**src/hw/rtl/mcu_pkg.sv**
```systemverilog
// Shared types, constants and the command struct of the modulator cell update unit.
package mcu_pkg;

   localparam int CH_W     = 3;
   localparam int SAMPLE_W = 16;
   localparam int Q_W      = 15;
   localparam int AREA_W   = 10;
   localparam int CSR_W    = 16;
   localparam int CSR_IDX_W = 3;

   localparam logic [Q_W-1:0] Q_ONE = 15'd16384;

   localparam int DEF_NUM_CHANNELS     = 8;
   localparam int DEF_MAX_WIDTH        = 200;
   localparam int DEF_MAX_HEIGHT       = 200;
   localparam int DEF_AREA_GROW_STEP   = 2;
   localparam int DEF_AREA_SHRINK_STEP = 2;
   localparam int DEF_MAX_CONC         = 16384;

   typedef enum logic [CSR_IDX_W-1:0] {
      CFG_LEVEL_GAIN   = 3'd0,
      CFG_LEVEL_DROP   = 3'd1,
      CFG_PRODUCE_THR  = 3'd2,
      CFG_REDUCE_THR   = 3'd3,
      CFG_CONC_GAIN    = 3'd4,
      CFG_CONC_DROP    = 3'd5,
      CFG_WINDOW_LOW   = 3'd6,
      CFG_WINDOW_HIGH  = 3'd7
   } mcu_cfg_type;

   typedef enum logic [1:0] {
      ST_IDLE   = 2'b01,
      ST_UPDATE = 2'b10
   } mcu_state_type;

   // load: take the request beat and read its entry; commit: write back and fill the output.
   typedef struct packed {
      logic load;
      logic commit;
   } mcu_cmd_type;

endpackage

```
**src/hw/rtl/mcu_ctrl.sv**
```systemverilog
// Controller state machine of the modulator cell update unit.
module mcu_ctrl (
   input  logic                clock,
   input  logic                reset,
   input  logic                req_valid,
   output logic                req_stall,
   output logic                rsp_valid,
   input  logic                rsp_stall,
   output mcu_pkg::mcu_cmd_type cmd
);
   import mcu_pkg::*;

   mcu_state_type state_ff, state_in;
   logic          rsp_valid_ff, rsp_valid_in;
   logic          out_free;

   assign out_free  = !rsp_valid_ff || !rsp_stall;
   assign req_stall = (state_ff != ST_IDLE);
   assign rsp_valid = rsp_valid_ff;

   always_comb begin
      state_in   = state_ff;
      cmd.load   = 1'b0;
      cmd.commit = 1'b0;
      unique case (state_ff)
         ST_IDLE: begin
            if (req_valid) begin
               cmd.load = 1'b1;
               state_in = ST_UPDATE;
            end
         end
         ST_UPDATE: begin
            // The result waits here until the output register has room.
            if (out_free) begin
               cmd.commit = 1'b1;
               state_in   = ST_IDLE;
            end
         end
         default: begin
            state_in = ST_IDLE;
         end
      endcase
   end

   always_comb begin
      rsp_valid_in = rsp_valid_ff;
      priority if (cmd.commit) begin
         rsp_valid_in = 1'b1;
      end else if (!rsp_stall) begin
         rsp_valid_in = 1'b0;
      end
   end

   always_ff @(posedge clock) begin
      if (reset) begin
         state_ff     <= ST_IDLE;
         rsp_valid_ff <= 1'b0;
      end else begin
         state_ff     <= state_in;
         rsp_valid_ff <= rsp_valid_in;
      end
   end

endmodule

```
**src/hw/rtl/mcu_dp.sv**
```systemverilog
// Datapath of the modulator cell update unit: settings, per-type store and update arithmetic.
module mcu_dp #(
   parameter int NUM_CHANNELS     = mcu_pkg::DEF_NUM_CHANNELS,
   parameter int MAX_WIDTH        = mcu_pkg::DEF_MAX_WIDTH,
   parameter int MAX_HEIGHT       = mcu_pkg::DEF_MAX_HEIGHT,
   parameter int AREA_GROW_STEP   = mcu_pkg::DEF_AREA_GROW_STEP,
   parameter int AREA_SHRINK_STEP = mcu_pkg::DEF_AREA_SHRINK_STEP,
   parameter int MAX_CONC         = mcu_pkg::DEF_MAX_CONC
) (
   input  logic                               clock,
   input  logic                               reset,
   input  mcu_pkg::mcu_cmd_type               cmd,
   input  logic [mcu_pkg::CH_W-1:0]           req_channel,
   input  logic signed [mcu_pkg::SAMPLE_W-1:0] req_sample,
   input  logic                               csr_we,
   input  logic [mcu_pkg::CSR_IDX_W-1:0]      csr_index,
   input  logic [mcu_pkg::CSR_W-1:0]          csr_wdata,
   output logic [mcu_pkg::Q_W-1:0]            rsp_level_out,
   output logic [mcu_pkg::Q_W-1:0]            rsp_conc_out,
   output logic [mcu_pkg::AREA_W-1:0]         rsp_width_out,
   output logic [mcu_pkg::AREA_W-1:0]         rsp_height_out,
   output logic                               rsp_window_error
);
   import mcu_pkg::*;

   localparam int IDX_W = (NUM_CHANNELS > 1) ? $clog2(NUM_CHANNELS) : 1;

   typedef struct packed {
      logic [Q_W-1:0]    level;
      logic [Q_W-1:0]    conc;
      logic [AREA_W-1:0] width;
      logic [AREA_W-1:0] height;
   } mcu_entry_type;

   localparam logic [Q_W:0]    CONC_CAP   = (Q_W+1)'(MAX_CONC);
   localparam logic [AREA_W:0] WIDTH_CAP  = (AREA_W+1)'(MAX_WIDTH);
   localparam logic [AREA_W:0] HEIGHT_CAP = (AREA_W+1)'(MAX_HEIGHT);
   localparam logic [AREA_W:0] GROW       = (AREA_W+1)'(AREA_GROW_STEP);
   localparam logic [AREA_W-1:0] SHRINK   = AREA_W'(AREA_SHRINK_STEP);

   // Settings.
   logic [Q_W-1:0]             level_gain_ff, level_drop_ff;
   logic [Q_W-1:0]             produce_thr_ff, reduce_thr_ff;
   logic [Q_W-1:0]             conc_gain_ff, conc_drop_ff;
   logic signed [SAMPLE_W-1:0] window_low_ff, window_high_ff;

   // Per-type store and its valid bits.
   mcu_entry_type               mem [NUM_CHANNELS];
   logic [NUM_CHANNELS-1:0]     valid_ff;

   logic [IDX_W-1:0]            req_idx;
   logic                        req_in_range;

   logic [IDX_W-1:0]            idx_ff;
   logic                        in_range_ff;
   logic signed [SAMPLE_W-1:0]  sample_ff;
   mcu_entry_type               rd_ff;
   logic                        rd_valid_ff;

   mcu_entry_type               cur, upd;
   logic                        win_err, in_win;
   logic [Q_W:0]                lv_sum, cc_sum;
   logic [Q_W-1:0]              lv_up, lv_dn, cc_up, cc_dn;
   logic [AREA_W:0]             w_sum, h_sum;
   logic [AREA_W-1:0]           w_up, h_up, w_dn, h_dn;

   mcu_entry_type               out_ff, out_in;
   logic                        err_ff, err_in;

   assign req_idx      = IDX_W'(req_channel);
   assign req_in_range = (32'(req_channel) < NUM_CHANNELS);

   always_ff @(posedge clock) begin
      if (reset) begin
         level_gain_ff  <= 15'd16384;
         level_drop_ff  <= 15'd16384;
         produce_thr_ff <= 15'd8192;
         reduce_thr_ff  <= 15'd8192;
         conc_gain_ff   <= 15'd16;
         conc_drop_ff   <= 15'd82;
         window_low_ff  <= 16'sd14746;
         window_high_ff <= 16'sd16384;
      end else if (csr_we) begin
         unique case (mcu_cfg_type'(csr_index))
            CFG_LEVEL_GAIN:  level_gain_ff  <= csr_wdata[Q_W-1:0];
            CFG_LEVEL_DROP:  level_drop_ff  <= csr_wdata[Q_W-1:0];
            CFG_PRODUCE_THR: produce_thr_ff <= csr_wdata[Q_W-1:0];
            CFG_REDUCE_THR:  reduce_thr_ff  <= csr_wdata[Q_W-1:0];
            CFG_CONC_GAIN:   conc_gain_ff   <= csr_wdata[Q_W-1:0];
            CFG_CONC_DROP:   conc_drop_ff   <= csr_wdata[Q_W-1:0];
            CFG_WINDOW_LOW:  window_low_ff  <= csr_wdata;
            CFG_WINDOW_HIGH: window_high_ff <= csr_wdata;
            default:         window_high_ff <= csr_wdata;
         endcase
      end
   end

   // Request capture and registered store read.
   always_ff @(posedge clock) begin
      if (cmd.load) begin
         idx_ff      <= req_idx;
         in_range_ff <= req_in_range;
         sample_ff   <= req_sample;
         rd_ff       <= mem[req_idx];
      end
   end

   always_ff @(posedge clock) begin
      if (reset) begin
         rd_valid_ff <= 1'b0;
      end else if (cmd.load) begin
         rd_valid_ff <= req_in_range && valid_ff[req_idx];
      end
   end

   always_ff @(posedge clock) begin
      if (cmd.commit && in_range_ff) begin
         mem[idx_ff] <= upd;
      end
   end

   always_ff @(posedge clock) begin
      if (reset) begin
         valid_ff <= '0;
      end else if (cmd.commit && in_range_ff) begin
         valid_ff[idx_ff] <= 1'b1;
      end
   end

   // An entry never written reads as zero.
   assign cur = rd_valid_ff ? rd_ff : '0;

   assign win_err = (window_low_ff >= window_high_ff);
   assign in_win  = (sample_ff >= window_low_ff) && (sample_ff <= window_high_ff);

   assign lv_sum = {1'b0, cur.level} + {1'b0, level_gain_ff};
   assign lv_up  = (lv_sum > {1'b0, Q_ONE}) ? Q_ONE : lv_sum[Q_W-1:0];
   assign lv_dn  = (cur.level > level_drop_ff) ? (cur.level - level_drop_ff) : '0;

   assign cc_sum = {1'b0, cur.conc} + {1'b0, conc_gain_ff};
   assign cc_up  = (cc_sum > CONC_CAP) ? CONC_CAP[Q_W-1:0] : cc_sum[Q_W-1:0];
   assign cc_dn  = (cur.conc > conc_drop_ff) ? (cur.conc - conc_drop_ff) : '0;

   assign w_sum = {1'b0, cur.width} + GROW;
   assign h_sum = {1'b0, cur.height} + GROW;
   assign w_up  = (w_sum > WIDTH_CAP) ? WIDTH_CAP[AREA_W-1:0] : w_sum[AREA_W-1:0];
   assign h_up  = (h_sum > HEIGHT_CAP) ? HEIGHT_CAP[AREA_W-1:0] : h_sum[AREA_W-1:0];
   assign w_dn  = (cur.width > SHRINK) ? (cur.width - SHRINK) : '0;
   assign h_dn  = (cur.height > SHRINK) ? (cur.height - SHRINK) : '0;

   always_comb begin
      upd = cur;
      priority if (win_err) begin
         upd = cur;
      end else if (in_win) begin
         upd.level = lv_up;
         if (lv_up >= produce_thr_ff) begin
            upd.conc   = cc_up;
            upd.width  = w_up;
            upd.height = h_up;
         end
      end else begin
         upd.level = lv_dn;
         if (lv_dn <= reduce_thr_ff) begin
            upd.conc = cc_dn;
            // Once the concentration is used up the area collapses.
            if (cc_dn != '0) begin
               upd.width  = w_dn;
               upd.height = h_dn;
            end else begin
               upd.width  = '0;
               upd.height = '0;
            end
         end
      end
   end

   always_comb begin
      if (in_range_ff) begin
         out_in = upd;
         err_in = win_err;
      end else begin
         out_in = '0;
         err_in = 1'b0;
      end
   end

   always_ff @(posedge clock) begin
      if (cmd.commit) begin
         out_ff <= out_in;
         err_ff <= err_in;
      end
   end

   assign rsp_level_out    = out_ff.level;
   assign rsp_conc_out     = out_ff.conc;
   assign rsp_width_out    = out_ff.width;
   assign rsp_height_out   = out_ff.height;
   assign rsp_window_error = err_ff;

endmodule

```
**src/hw/rtl/modulator_cell_update_unit.sv**
```systemverilog
// Modulator cell update unit: per-type activation level, concentration and area update.
//
// A request beat carries a modulator type (req_channel) and an activation sample
// (req_sample). It is taken at a clock edge with req_valid high and req_stall low.
// Each type keeps a level, a concentration, a width and a height; the beat updates
// that entry and returns one response beat with the new values and a window error
// flag. The user is to write settings through csr_we, csr_index and csr_wdata only
// while idle; the block itself does not enforce this. An item goes through a load
// step, which reads its store entry into a register, and an update step, which
// computes, writes the entry back and loads the output register. The response is
// valid from the cycle after the output register is loaded, and no new request is
// taken before the item has been written back. The output register lets the next
// request be taken while a response still waits. If the receiver holds rsp_stall
// high, the response and its fields stay put and a finished item waits in the
// update step, stalling the request side, until there is room. Reset clears all
// stored entries to zero (valid bits), restores the settings to their defaults and
// empties the output; it takes effect at the next rising clock edge.
module modulator_cell_update_unit #(
   parameter int NUM_CHANNELS     = mcu_pkg::DEF_NUM_CHANNELS,
   parameter int MAX_WIDTH        = mcu_pkg::DEF_MAX_WIDTH,
   parameter int MAX_HEIGHT       = mcu_pkg::DEF_MAX_HEIGHT,
   parameter int AREA_GROW_STEP   = mcu_pkg::DEF_AREA_GROW_STEP,
   parameter int AREA_SHRINK_STEP = mcu_pkg::DEF_AREA_SHRINK_STEP,
   parameter int MAX_CONC         = mcu_pkg::DEF_MAX_CONC
) (
   input  logic                                clock,
   input  logic                                reset,
   input  logic                                req_valid,
   output logic                                req_stall,
   input  logic [mcu_pkg::CH_W-1:0]            req_channel,
   input  logic signed [mcu_pkg::SAMPLE_W-1:0] req_sample,
   output logic                                rsp_valid,
   input  logic                                rsp_stall,
   output logic [mcu_pkg::Q_W-1:0]             rsp_level_out,
   output logic [mcu_pkg::Q_W-1:0]             rsp_conc_out,
   output logic [mcu_pkg::AREA_W-1:0]          rsp_width_out,
   output logic [mcu_pkg::AREA_W-1:0]          rsp_height_out,
   output logic                                rsp_window_error,
   input  logic                                csr_we,
   input  logic [mcu_pkg::CSR_IDX_W-1:0]       csr_index,
   input  logic [mcu_pkg::CSR_W-1:0]           csr_wdata
);
   import mcu_pkg::*;

   mcu_cmd_type cmd;

   mcu_ctrl u_ctrl (
      .clock     (clock),
      .reset     (reset),
      .req_valid (req_valid),
      .req_stall (req_stall),
      .rsp_valid (rsp_valid),
      .rsp_stall (rsp_stall),
      .cmd       (cmd)
   );

   mcu_dp #(
      .NUM_CHANNELS     (NUM_CHANNELS),
      .MAX_WIDTH        (MAX_WIDTH),
      .MAX_HEIGHT       (MAX_HEIGHT),
      .AREA_GROW_STEP   (AREA_GROW_STEP),
      .AREA_SHRINK_STEP (AREA_SHRINK_STEP),
      .MAX_CONC         (MAX_CONC)
   ) u_dp (
      .clock            (clock),
      .reset            (reset),
      .cmd              (cmd),
      .req_channel      (req_channel),
      .req_sample       (req_sample),
      .csr_we           (csr_we),
      .csr_index        (csr_index),
      .csr_wdata        (csr_wdata),
      .rsp_level_out    (rsp_level_out),
      .rsp_conc_out     (rsp_conc_out),
      .rsp_width_out    (rsp_width_out),
      .rsp_height_out   (rsp_height_out),
      .rsp_window_error (rsp_window_error)
   );

endmodule

```
**config.mk**
```make
export PLATFORM = sky130hd
export DESIGN_NAME = modulator_cell_update_unit
export DESIGN_NICKNAME = d
export VERILOG_FILES = /design/src/hw/rtl/mcu_pkg.sv /design/src/hw/rtl/mcu_ctrl.sv /design/src/hw/rtl/mcu_dp.sv /design/src/hw/rtl/modulator_cell_update_unit.sv
export SDC_FILE = /design/constraint.sdc
export NUM_CORES = 1
export LEC_CHECK = 0
export BUFFER_PORTS_ARGS = -buffer_cell sky130_fd_sc_hd__buf_2
export CAP_MARGIN = 30
export CORE_UTILIZATION = 40
export DETAILED_ROUTE_END_ITERATION = 10
export PLACE_DENSITY = 0.57
export SETUP_SLACK_MARGIN = 0.15
export SYNTH_ARGS = -nofsm -noshare
export SYNTH_HDL_FRONTEND = slang
export SYNTH_SLANG_ARGS = --single-unit
```
**constraint.sdc**
```tcl
create_clock -name clock -period 7.83 [get_ports clock]
set_input_delay 1.1745 -clock clock [delete_from_list [all_inputs] [get_ports clock]]
set_output_delay 1.1745 -clock clock [all_outputs]
set_load 0.05 [all_outputs]
```
* Word-level counts from Yosys, hierarchy flattened
Memory sizes are Yosys's and may differ from the RTL's. A register that Yosys moved wholly into a read port is not among the register bits.
Cells that the tools add are included.
** Operators by class
- Bitwise gates (word level) :: 1
- Reductions and logical operators :: 16
- Magnitude comparators :: 16
- Mux-type cells :: 29
- Equality and inequality tests :: 13
- Add/subtract/negate cells :: 8
** Operators by type and width (count)
- $mux W50 :: 3
- $mux W35 :: 2
- $mux W15 :: 4
- $mux W10 :: 4
- $add A15 B15 Y16 :: 2
- $ge A16 B16 Y1 :: 2
- $gt A16 B15 Y1 const B :: 2
- $gt A15 B15 Y1 :: 2
- $sub A15 B15 Y15 :: 2
- $add A10 B2 Y11 const B :: 2
- $gt A11 B8 Y1 const B :: 2
- $gt A10 B2 Y1 const B :: 2
- $mux W20 :: 1
- $sub A10 B2 Y10 const B :: 2
- $reduce_and A2 Y1 :: 9
- $le A16 B16 Y1 :: 1
- $ge A15 B15 Y1 :: 1
- $le A15 B15 Y1 :: 1
- $reduce_bool A15 Y1 :: 1
- $eq A3 B3 Y1 const B :: 4
- $mux W1 :: 10
- $lt A3 B4 Y1 const B :: 2
- $or A8 B8 Y8 :: 1
- $eq A3 B2 Y1 const B :: 2
- 14 further kinds :: 19
** Storage, ports and cells
- RAM bits :: 400
- Register bits :: 204
- Memories :: 1
- Input port bits :: 43
** Memory list
- u_dp.mem :: words 8, bits a word 50, rd ports 1, clocked after memory_dff 1, write ports 1, RTL line mcu_dp.sv:48 : mcu_entry_type mem [NUM_CHANNELS];

* Longest topological paths before layout
- Depth in word-level cells :: 8
- Depth in mapped cells :: 35
- Mapped depth without buffers :: 25

* By module
A second synthesis with hierarchy kept.
** Second synthesis, totals
- Cells, all modules :: 2517
- Area total of the unflattened synthesis :: 31353.8 um2
** Modules (own cells, without submodules)
- mcu_dp :: sequential area each 18237.5 um2, cells each 2503, instances 1, area each 31226.2 um2
- mcu_ctrl :: sequential area each 60.1 um2, cells each 14, instances 1, area each 127.6 um2

* Worst setup path before layout
Ideal clock, no wire load.
- Path kind :: input port to flip-flop
- Start :: input port rsp_stall
- End :: memory u_dp.mem[1][0] (netlist name) (enable)
- Setup slack :: -0.455 ns
- Cell stages on the path :: 3
- Arrival time :: 7.763 ns
- Path through :: a21oi_1 > nand2_1 > nor3_1
** Between the ends
- Longest elaborated chain between the ends :: 6
** RTL lines
- start: declaration :: RTL line modulator_cell_update_unit.sv:33 : input logic rsp_stall,
- $logic_not A1 Y1 :: RTL line mcu_ctrl.sv:17 : assign out_free = !rsp_valid_ff || !rsp_stall;
- $logic_or A1 B1 Y1 :: RTL line mcu_ctrl.sv:17
- $mux W1 :: RTL line mcu_ctrl.sv:34 : if (out_free) begin
- $mux W1 :: RTL line mcu_ctrl.sv:25 : unique case (state_ff)
- $mux W1 :: RTL line mcu_dp.sv:117 : if (cmd.commit && in_range_ff) begin
- $mux W1 (implied by the code) :: RTL line mcu_dp.sv:118 : mem[idx_ff] <= upd;
- end: declaration :: RTL line mcu_dp.sv:48
Every way passes these cells.

==> run_results.csv <==
group,metric,value,unit
pwr,clock_power_share,41.1,%
cts,post-cts-setup-buffer-count,0,
die,fp.dieW,282,µm
detailed_routing,finalWirelength,84600,µm
cts,tritoncts,"done",
timing,rsz_0062_raised_after_global_routing,"no",
critical_path,critical-path-slowest-cell,"o21ai_0",
critical_path,critical_path_class,"register to register",
cts,post_cts_resized,0,
timing,worst_clock_skew,0.0244,ns
logic_synthesis,ys_async_sr_fraction,0,%
cts,cts-root-to-sink-buffers,3,
logic_synthesis,synth.avg_cell_area,12.4,µm²
grt,grt_first_pass_wirelength,129000,µm
die,fp-row-count,102,
die,io_pins,96,
place,io_buffer_count,95,
grt,grt_use_total,21.5,%
logic_synthesis,ys_dominant_reg_cell,"edfxtp_1",
cts,tritoncts.num_buffers,73,
critical_path,cp.buffers_inverters,2,
timing,actual_slew_at_the_worst_max_slew_pin,1.02,ns
critical_path,critPathTopFamily,"compound AO/OA/AOI/OAI gates",
logic_synthesis,edff_count_synth,520,
detailed_routing,postRouteAntennaNets,0,
detailed_routing,num_vias,20800,
critical_path,cp_max_fo,27,
grt,number_of_antenna_violations_at_the_first_check_in_global_routing,0,
place,gp_congestion,0.947,
pwr,power_switching,2.06,mW
cells_and_area,diodes,0,
detailed_routing,vias_per_cell,5.61,
critical_path,crit_path_max_incr_delay,0.78,ns
cts,cts_sinks,654,
timing,finalSetupViolCount,0,
run_status,run_status,"finished clean",
logic_synthesis,netlist_area,31400,µm²
place,dpl.hpwl,56500,µm
pwr,power_density,232,nW/µm²
timing,timing.setup.tns,0,ns
cells_and_area,post-route-util,45.8,%
pwr,cell_internal_pwr,6.18,mW
critical_path,cp_data_required_time,8.11,ns
timing,max_clock_freq,0.141,GHz
detailed_routing,drt_first_pass_iters,6,
detailed_routing,routed_wire_length_per_instance,22.8,µm
grt,grt_pass1_vias,20800,
pwr,total_power,8.24,mW
timing,slew_violations,0,
pwr,power.ir.vdd_worst,0.144,mV
detailed_routing,first_iter_violations,1846,
pwr,leakage_power_summed_over_all_cells,12.4,nW
pwr,seq_power_share,47.8,%
logic_synthesis,share_of_synthesized_area_occupied_by_flip_flops_and_latches,58.2,%
logic_synthesis,synth.distinct_cells,98,
grt,grt-ovfl-total,0,
cells_and_area,syn_to_final_growth,13.1,%
timing,slew-limit-headroom,31.3,%
grt,grt_max_degree,93,
timing,period_minus_slack,7.10,ns
detailed_routing,route.detailed.drc,0,
die,floorplan.initialDensity,40.5,%
logic_synthesis,synth_fp_nets,2705,
cells_and_area,num-nets-final,2791,
logic_synthesis,syn-instance-count,2534,
cts,h_tree_levels,3,
cts,hold_buffers,0,
die,floorplan.die_area,79700,µm²
cts,clkLatencyLatePin,0.62,ns
die,core_region_area,77600,µm²
timing,timing_hold_violations_final,0,
logic_synthesis,synth_warnings,0,
pwr,comb_power_share,11.0,%
pwr,switching_share,25.0,%
cells_and_area,post_route_cells_drive_above_1_share,17.5,%
die,die_height,282,µm
cts,clk_pin_slew,0.06,ns
timing,hold_slack,0.452,ns
place,placed_cell_area,33100,µm²
job,max_cap_violations,0,
logic_synthesis,synth.ff_latch_count,654,
timing,final.period_utilization,90.7,%
hold_path,min_path_type,"register to register",
critical_path,cp_data_arrival_time,7.38,ns
critical_path,end_kind,"register",
critical_path,timing.critical_path.from_type,"register",
critical_path,critical-path-top-cell-by-count,"ha_1",
cells_and_area,stdcell_area,35600,µm²
cts,cts_root_buffer,"clkbuf_16",
synthesized netlist by cell type, drive strengths merged, types with 6 or more instances:
master | n | share of area (%)
o21a | 15 | 0.36
dfxtp | 134 | 8.5
o22ai | 7 | 0.14
nand2 | 329 | 3.9
clkbuf | 100 | 1.3
mux2 | 51 | 1.8
o31ai | 14 | 0.38
nor3 | 49 | 0.84
nand3 | 49 | 0.78
a211oi | 14 | 0.37
a211o | 16 | 0.45
a31oi | 14 | 0.30
nor2b | 27 | 0.54
nand2b | 32 | 0.64
a21o | 39 | 0.93
o32ai | 7 | 0.24
edfxtp | 520 | 50
a22oi | 25 | 0.60
mux4 | 102 | 7.3
nand4 | 21 | 0.42
and2 | 29 | 0.58
nor4 | 10 | 0.25
nor2 | 130 | 1.6
or2 | 7 | 0.14
or3 | 6 | 0.12
o21ai | 90 | 1.4
a21oi | 196 | 3.1
o221ai | 6 | 0.19
nand3b | 9 | 0.21
inv | 119 | 1.4
ha | 126 | 5.0
o211ai | 17 | 0.45
and3 | 17 | 0.34
buf | 43 | 0.76
xnor2 | 51 | 1.4
xor2 | 24 | 0.67
worst min-delay path: cells and delay by family, from the launching register on:
family | cells | cell delay, ns
AO/OA/AOI/OAI | 1 | 0.05
flip-flops | 1 | 0.30
AND/OR/NAND/NOR | 1 | 0.05
final cells by class:
class / count / area, µm²
repair buffers: 154 / 1000
fillers: 7037 / 42000
inverters: 119 / 448
multi-input cells: 1618 / 12100
clock inverters: 43 / 413
clock buffers: 85 / 1940
well taps: 1040 / 1300
flip-flops and latches: 654 / 18300
stage by stage:
stage,cells,setup WS [ns]
after floorplan,2534,0.778
after global placement,3569,1.02
after detailed placement,3578,0.746
after CTS,3706,0.698
after global routing,3713,0.192
final,3713,0.726
per-layer routing:
metal	global-route usage, %	part of all wire (%)	wire [µm]
met5	0	0	0
met4	6.50	2.4	2020
met3	2.79	5.2	4390
met2	35.6	49	41200
met1	29.3	44	37000
layout by cell type, fill, tap and decap left out, types with 81 or more instances in the layout:
master    Yosys  final
inv_1       117    116
o21ai_0      81     81
nor2_1      130    124
buf_2        16     95
edfxtp_1    520    520
dfxtp_1     134    133
mux4_2      102    102
ha_1        126    126
a21oi_1     195    194
nand2_1     327    327
state kept, by name, indices dropped and copies added, names as in the netlist, 3 cells and up:
register / cells
u_dp.window_high_ff: 16
u_dp.level_gain_ff: 15
u_dp.rd_ff: 50
u_dp.conc_drop_ff: 15
u_dp.mem: 400
u_dp.valid_ff: 8
u_dp.rsp_conc_out: 15
u_dp.level_drop_ff: 15
u_dp.window_low_ff: 16
u_dp.rsp_level_out: 15
u_dp.sample_ff: 16
u_dp.conc_gain_ff: 15
u_dp.rsp_height_out: 10
u_dp.reduce_thr_ff: 15
u_dp.produce_thr_ff: 15
u_dp.idx_ff: 3
u_dp.rsp_width_out: 10
power groups by stage:
stage | Sequential [mW] | Clock (mW) | Combinational (mW)
finish | 3.94 | 3.39 | 0.910
global route | 3.95 | 3.61 | 0.991
CTS | 3.94 | 3.47 | 0.897
detailed placement | 4.02 | 0 | 0.890
global placement | 4.02 | 0 | 0.872
floorplan | 3.99 | 0 | 0.609
final timing paths:
| check | start | to | slack, ns | depth (start not counted) |
|---|---|---|---|---|
| max | u_dp.rd_valid_ff$_SDFFE_PP0P_ | u_dp.mem[7][33]$_DFFE_PP_ | 0.73 | 25 |
| min | u_dp.window_high_ff[10]$_SDFFE_PP0P_ | u_dp.window_high_ff[10]$_SDFFE_PP0P_ | 0.45 | 2 |
| max reg2reg | u_dp.rd_valid_ff$_SDFFE_PP0P_ | u_dp.mem[7][33]$_DFFE_PP_ | 0.73 | 25 |
| min reg2reg | u_dp.window_high_ff[10]$_SDFFE_PP0P_ | u_dp.window_high_ff[10]$_SDFFE_PP0P_ | 0.45 | 2 |
logic make-up (layout without fill, tap and decap cells):
group | count (synthesis) | count (layout) | share of synthesized area, %
flip-flops | 654 | 654 | 58.2
AO/OA/AOI/OAI | 524 | 524 | 10.9
AND/OR/NAND/NOR | 732 | 732 | 10.8
XOR/XNOR | 75 | 75 | 2.09
adder cells (fa/ha/maj) | 130 | 130 | 5.21
buffers and inverters | 262 | 401 | 3.43
multiplexers | 157 | 157 | 9.30
Note: power is estimated with default switching activity, not from simulation.
